**src/scvr_pkg.sv**
```systemverilog
// Shared types and constants for the sigma-clipped value range core.
package scvr_pkg;

    localparam int DIV_W   = 64;
    localparam int ACC_W   = 64;
    localparam int ROOT_W  = 32;
    localparam int VAR_W   = 48;
    localparam logic signed [32:0] ONE_Q16 = 33'sd65536;

    typedef struct packed {
        logic load_en;
        logic mean_start;
        logic mean_take;
        logic pass_start;
        logic clip_mode;
        logic var_start;
        logic var_take;
        logic sigma_take;
        logic emit;
    } scvr_cmd_t;

    typedef struct packed {
        logic last_accept;
        logic div_done;
        logic sqrt_done;
        logic pass_done;
        logic pass_busy;
        logic out_free;
    } scvr_stat_t;

endpackage

```
**src/scvr_ctrl.sv**
```systemverilog
// Sequencing state machine: load, mean, deviation pass, variance, root, clip pass, emit.
module scvr_ctrl (
    input  logic                 aclk,
    input  logic                 aresetn,
    input  scvr_pkg::scvr_stat_t stat,
    output scvr_pkg::scvr_cmd_t  cmd
);
    typedef enum logic [7:0] {
        ST_LOAD      = 8'b0000_0001,
        ST_MEAN_GO   = 8'b0000_0010,
        ST_MEAN_WAIT = 8'b0000_0100,
        ST_DEV       = 8'b0000_1000,
        ST_VAR_WAIT  = 8'b0001_0000,
        ST_SQRT_WAIT = 8'b0010_0000,
        ST_CLIP      = 8'b0100_0000,
        ST_EMIT      = 8'b1000_0000
    } state_t;

    state_t state_reg, state_next;

    always_comb begin
        cmd        = '0;
        state_next = state_reg;
        unique case (state_reg)
            ST_LOAD: begin
                cmd.load_en = 1'b1;
                if (stat.last_accept) state_next = ST_MEAN_GO;
            end
            ST_MEAN_GO: begin
                cmd.mean_start = 1'b1;
                state_next     = ST_MEAN_WAIT;
            end
            ST_MEAN_WAIT: begin
                if (stat.div_done) begin
                    cmd.mean_take  = 1'b1;
                    cmd.pass_start = 1'b1;
                    state_next     = ST_DEV;
                end
            end
            ST_DEV: begin
                if (stat.pass_done) begin
                    cmd.var_start = 1'b1;
                    state_next    = ST_VAR_WAIT;
                end
            end
            ST_VAR_WAIT: begin
                if (stat.div_done) begin
                    cmd.var_take = 1'b1;
                    state_next   = ST_SQRT_WAIT;
                end
            end
            ST_SQRT_WAIT: begin
                if (stat.sqrt_done) begin
                    cmd.sigma_take = 1'b1;
                    cmd.pass_start = 1'b1;
                    cmd.clip_mode  = 1'b1;
                    state_next     = ST_CLIP;
                end
            end
            ST_CLIP: begin
                if (stat.pass_done) state_next = ST_EMIT;
            end
            ST_EMIT: begin
                if (stat.out_free) begin
                    cmd.emit   = 1'b1;
                    state_next = ST_LOAD;
                end
            end
            default: state_next = ST_LOAD;
        endcase
    end

    always_ff @(posedge aclk) begin
        if (!aresetn) state_reg <= ST_LOAD;
        else          state_reg <= state_next;
    end
endmodule

```
**config.mk**
```make
export PLATFORM = sky130hd
export DESIGN_NAME = scvr_ctrl
export DESIGN_NICKNAME = d
export VERILOG_FILES = /design/src/scvr_pkg.sv /design/src/scvr_ctrl.sv
export SDC_FILE = /design/constraint.sdc
export NUM_CORES = 1
export LEC_CHECK = 0
export ABC_AREA = 0
export BUFFER_PORTS_ARGS = -buffer_cell sky130_fd_sc_hd__buf_2
export CAP_MARGIN = 20
export CELL_PAD_IN_SITES_DETAIL_PLACEMENT = 1
export CELL_PAD_IN_SITES_GLOBAL_PLACEMENT = 2
export CORE_MARGIN = 5
export CORE_UTILIZATION = 29
export DETAILED_ROUTE_END_ITERATION = 6
export GPL_ROUTABILITY_DRIVEN = 0
export PLACE_DENSITY_LB_ADDON = 0.05
export SYNTH_ARGS = -nofsm -noshare
export SYNTH_HDL_FRONTEND = slang
export SYNTH_SLANG_ARGS = --single-unit
export TNS_END_PERCENT = 20
```
**constraint.sdc**
```tcl
create_clock -name aclk -period 4.35 [get_ports aclk]
set_clock_uncertainty 0.2 [all_clocks]
set_input_delay 0.6525 -clock aclk [delete_from_list [all_inputs] [get_ports aclk]]
set_output_delay 0.6525 -clock aclk [all_outputs]
set_load 0.03 [all_outputs]
```
==> reports/metrics.csv <==
metric;value;unit
drt-total-wl;1.62;mm
cts.sinks;8;
timing.fmax;0.335;GHz
clockBufferDepth;2;
drc;0;
synth_top_flop_cell;dfxtp_1;
area_delta_synth_final;14.2;%
worstMarginPinSlew;0.709;ns
crit_arrival;2.13;ns
fin_setup_tns;0;ns
ff2ff_path_depth;5;
fin_crit_sh;0.685;
power.internal;0.000139;W
post_synth.cell_area_avg;7.95;um^2
cp.required;3.50;ns
fin_crit;2.98;ns
slowest_delay;0.61;ns
core-area;1940;um^2
combPwrFrac;0.332;
setup_viol;0;
synthTopCellsByArea;dfxtp_1, a21boi_0, nor4_1;
yosysWarningCount;0;
grt_usage;0.132;
drt-pass1-iter-count;2;
dr_total_vias;586;
grt_pass1_wl;2.83;mm
crit_slowest_cell;or4_4;
netlist_top_cells_count;dfxtp_1, nand2_1, a21boi_0, nor4_1;
h-tree-depth;1;
cts_tree;yes;
postCtsHoldBufs;0;
cp_num_cells;5;
pwr-share-seq;0.407;
cts_made_buffers;3;
grt_pass1_vias;572;
clk_pin_slew;0.06;ns
largest_register_ffs;8;
root_buffer;clkbuf_4;
fp.dieH;54.7;um
clk_latency;0.25;ns
irDropWorstVdd;174;uV
synth_top_area_share;0.276;
cts_resized;0;
outcome;finished clean;
hold_viol;0;
num_rows;16;
drt_iter0_drc;8;
critPathKind;reg2out;
drt-vias-per-instance;5.33;
die_w;54.7;um
initial_utilization;0.299;
worst_setup_path_end_kind;primary output;
slew_viol_final;0;
antenna_left;0;
antenna_found_initial;0;
dieArea;3000;um^2
fillers;265;
p_sw;0.0000823;W
crit_chain;or4_4 -> nor4_1 -> and3_1 -> or2_2 -> buf_2;
dpl.hpwl;1.26;mm
path_max_fanout;9;
grt_max_degree;11;
startpoint_type;register;
yosysTopAreaCell;dfxtp_1;
slew-limit-headroom;0.525;
post_cts_buffers;0;
syn_area;581;um^2
synth_cells;73;
holdPathStages;2;
p_leak;0.287;nW
drive_gt1_frac;0.241;
yosysSeqAreaShare;0.276;
critPathBufInv;1;
timing.hold.ws;0.419;ns
layout.nets;93;
power;0.000221;W
synth.most_common_cell;dfxtp_1;
rsz0062_at_grt;no;
async_flop_share;0;
syn-num-nets;81;
yosysUniqueCellTypes;31;
drv_cap;0;
swShare;0.372;
io_pins;17;
hp-class;reg2reg;
cpLargestDelayFamily;simple AND/OR/NAND/NOR gates;
gr-total-overflow;0;
io_buffer_count;15;
ys_ff_latch;8;
post_drt_wl_per_cell;14.7;um
diodes;0;
clkPwrFrac;0.261;
p_per_area;333;nW/um^2
synth_edf_count;0;
power by group through the flow:
stage          Combinational, W  Sequential [W]  Clock [W]
2_1_floorplan         0.0000603       0.0000838          0
3_3_place_gp          0.0000739       0.0000915          0
3_5_place_dp          0.0000733       0.0000915          0
4_1_cts               0.0000742       0.0000899  0.0000599
5_1_grt               0.0000814       0.0000922  0.0000672
6_report              0.0000734       0.0000901  0.0000576
worst register-to-register path: cells and delay by family, from the launching register on:
kind / cells / cell delay [ns]
AOI/OAI and AO/OA: 3 / 1.04
DFF: 1 / 0.53
and+or+nand+nor: 2 / 0.42
layout make-up:
| class | instances | area [um^2] | area share |
|---|---|---|---|
| Multi-Input combinational cell | 55 | 364 | 0.549 |
| Timing Repair Buffer | 15 | 75.1 | 0.113 |
| Inverter | 2 | 7.51 | 0.0113 |
| Clock buffer | 3 | 22.5 | 0.0340 |
| Tap cell | 27 | 33.8 | 0.0509 |
| Sequential cell | 8 | 160 | 0.242 |
worst paths after layout:
kind,start,endpoint,slack [ns]
max,state_reg[3]$_SDFFE_PN0P_,cmd[5],1.37
min,state_reg[3]$_SDFFE_PN0P_,state_reg[3]$_SDFFE_PN0P_,0.42
max reg2reg,state_reg[4]$_SDFFE_PN0P_,state_reg[2]$_SDFFE_PN0P_,2.07
min reg2reg,state_reg[3]$_SDFFE_PN0P_,state_reg[3]$_SDFFE_PN0P_,0.42
per-layer routing:
layer	routed length (um)	vias up	global-route usage
met2	685	13	0.187
met4	0	0	0.0373
li1	-	295	-
met3	54	0	0.0436
met5	0	-	0
met1	880	278	0.186
cells by family (layout without fill, tap and decap cells):
| family | after synthesis | in the layout | share of synthesized area |
|---|---|---|---|
| buffers and inverters | 10 | 20 | 0.0970 |
| AOI/OAI and AO/OA | 17 | 17 | 0.211 |
| DFF | 8 | 8 | 0.276 |
| and+or+nand+nor | 34 | 34 | 0.356 |
| xor gates and xnor gates | 4 | 4 | 0.0604 |
placed cells by master (no fill, tap or decap), drive strengths merged:
cell / synthesis / final
dfxtp: 8 / 8
and2: 1 / 1
nor3: 2 / 2
xnor2: 1 / 1
nor2: 4 / 4
nor4b: 1 / 1
o2111ai: 1 / 1
buf: 7 / 15
o41a: 1 / 1
nand3: 2 / 2
o21ai: 4 / 4
and3: 3 / 3
o211ai: 1 / 1
inv: 2 / 2
or4: 1 / 1
clkbuf: 1 / 3
xor2: 3 / 3
and4: 3 / 3
a21boi: 5 / 5
nor3b: 1 / 1
o21a: 4 / 4
nor4: 5 / 5
or2: 1 / 1
a211oi: 1 / 1
and4b: 2 / 2
nand4b: 1 / 1
nand2: 7 / 7
stage by stage:
| step | worst slack, ns | cell area (um^2) | cells | util |
|---|---|---|---|---|
| 5_1_grt | 1.20 | 663 | 110 | 0.341 |
| 3_3_place_gp | 1.64 | 641 | 107 | 0.330 |
| 4_1_cts | 1.36 | 663 | 110 | 0.341 |
| 2_1_floorplan | 1.65 | 581 | 73 | - |
| 3_5_place_dp | 1.64 | 641 | 107 | 0.330 |
| 6_report | 1.37 | 663 | 110 | 0.341 |
Power figures use the tool's default switching activity.
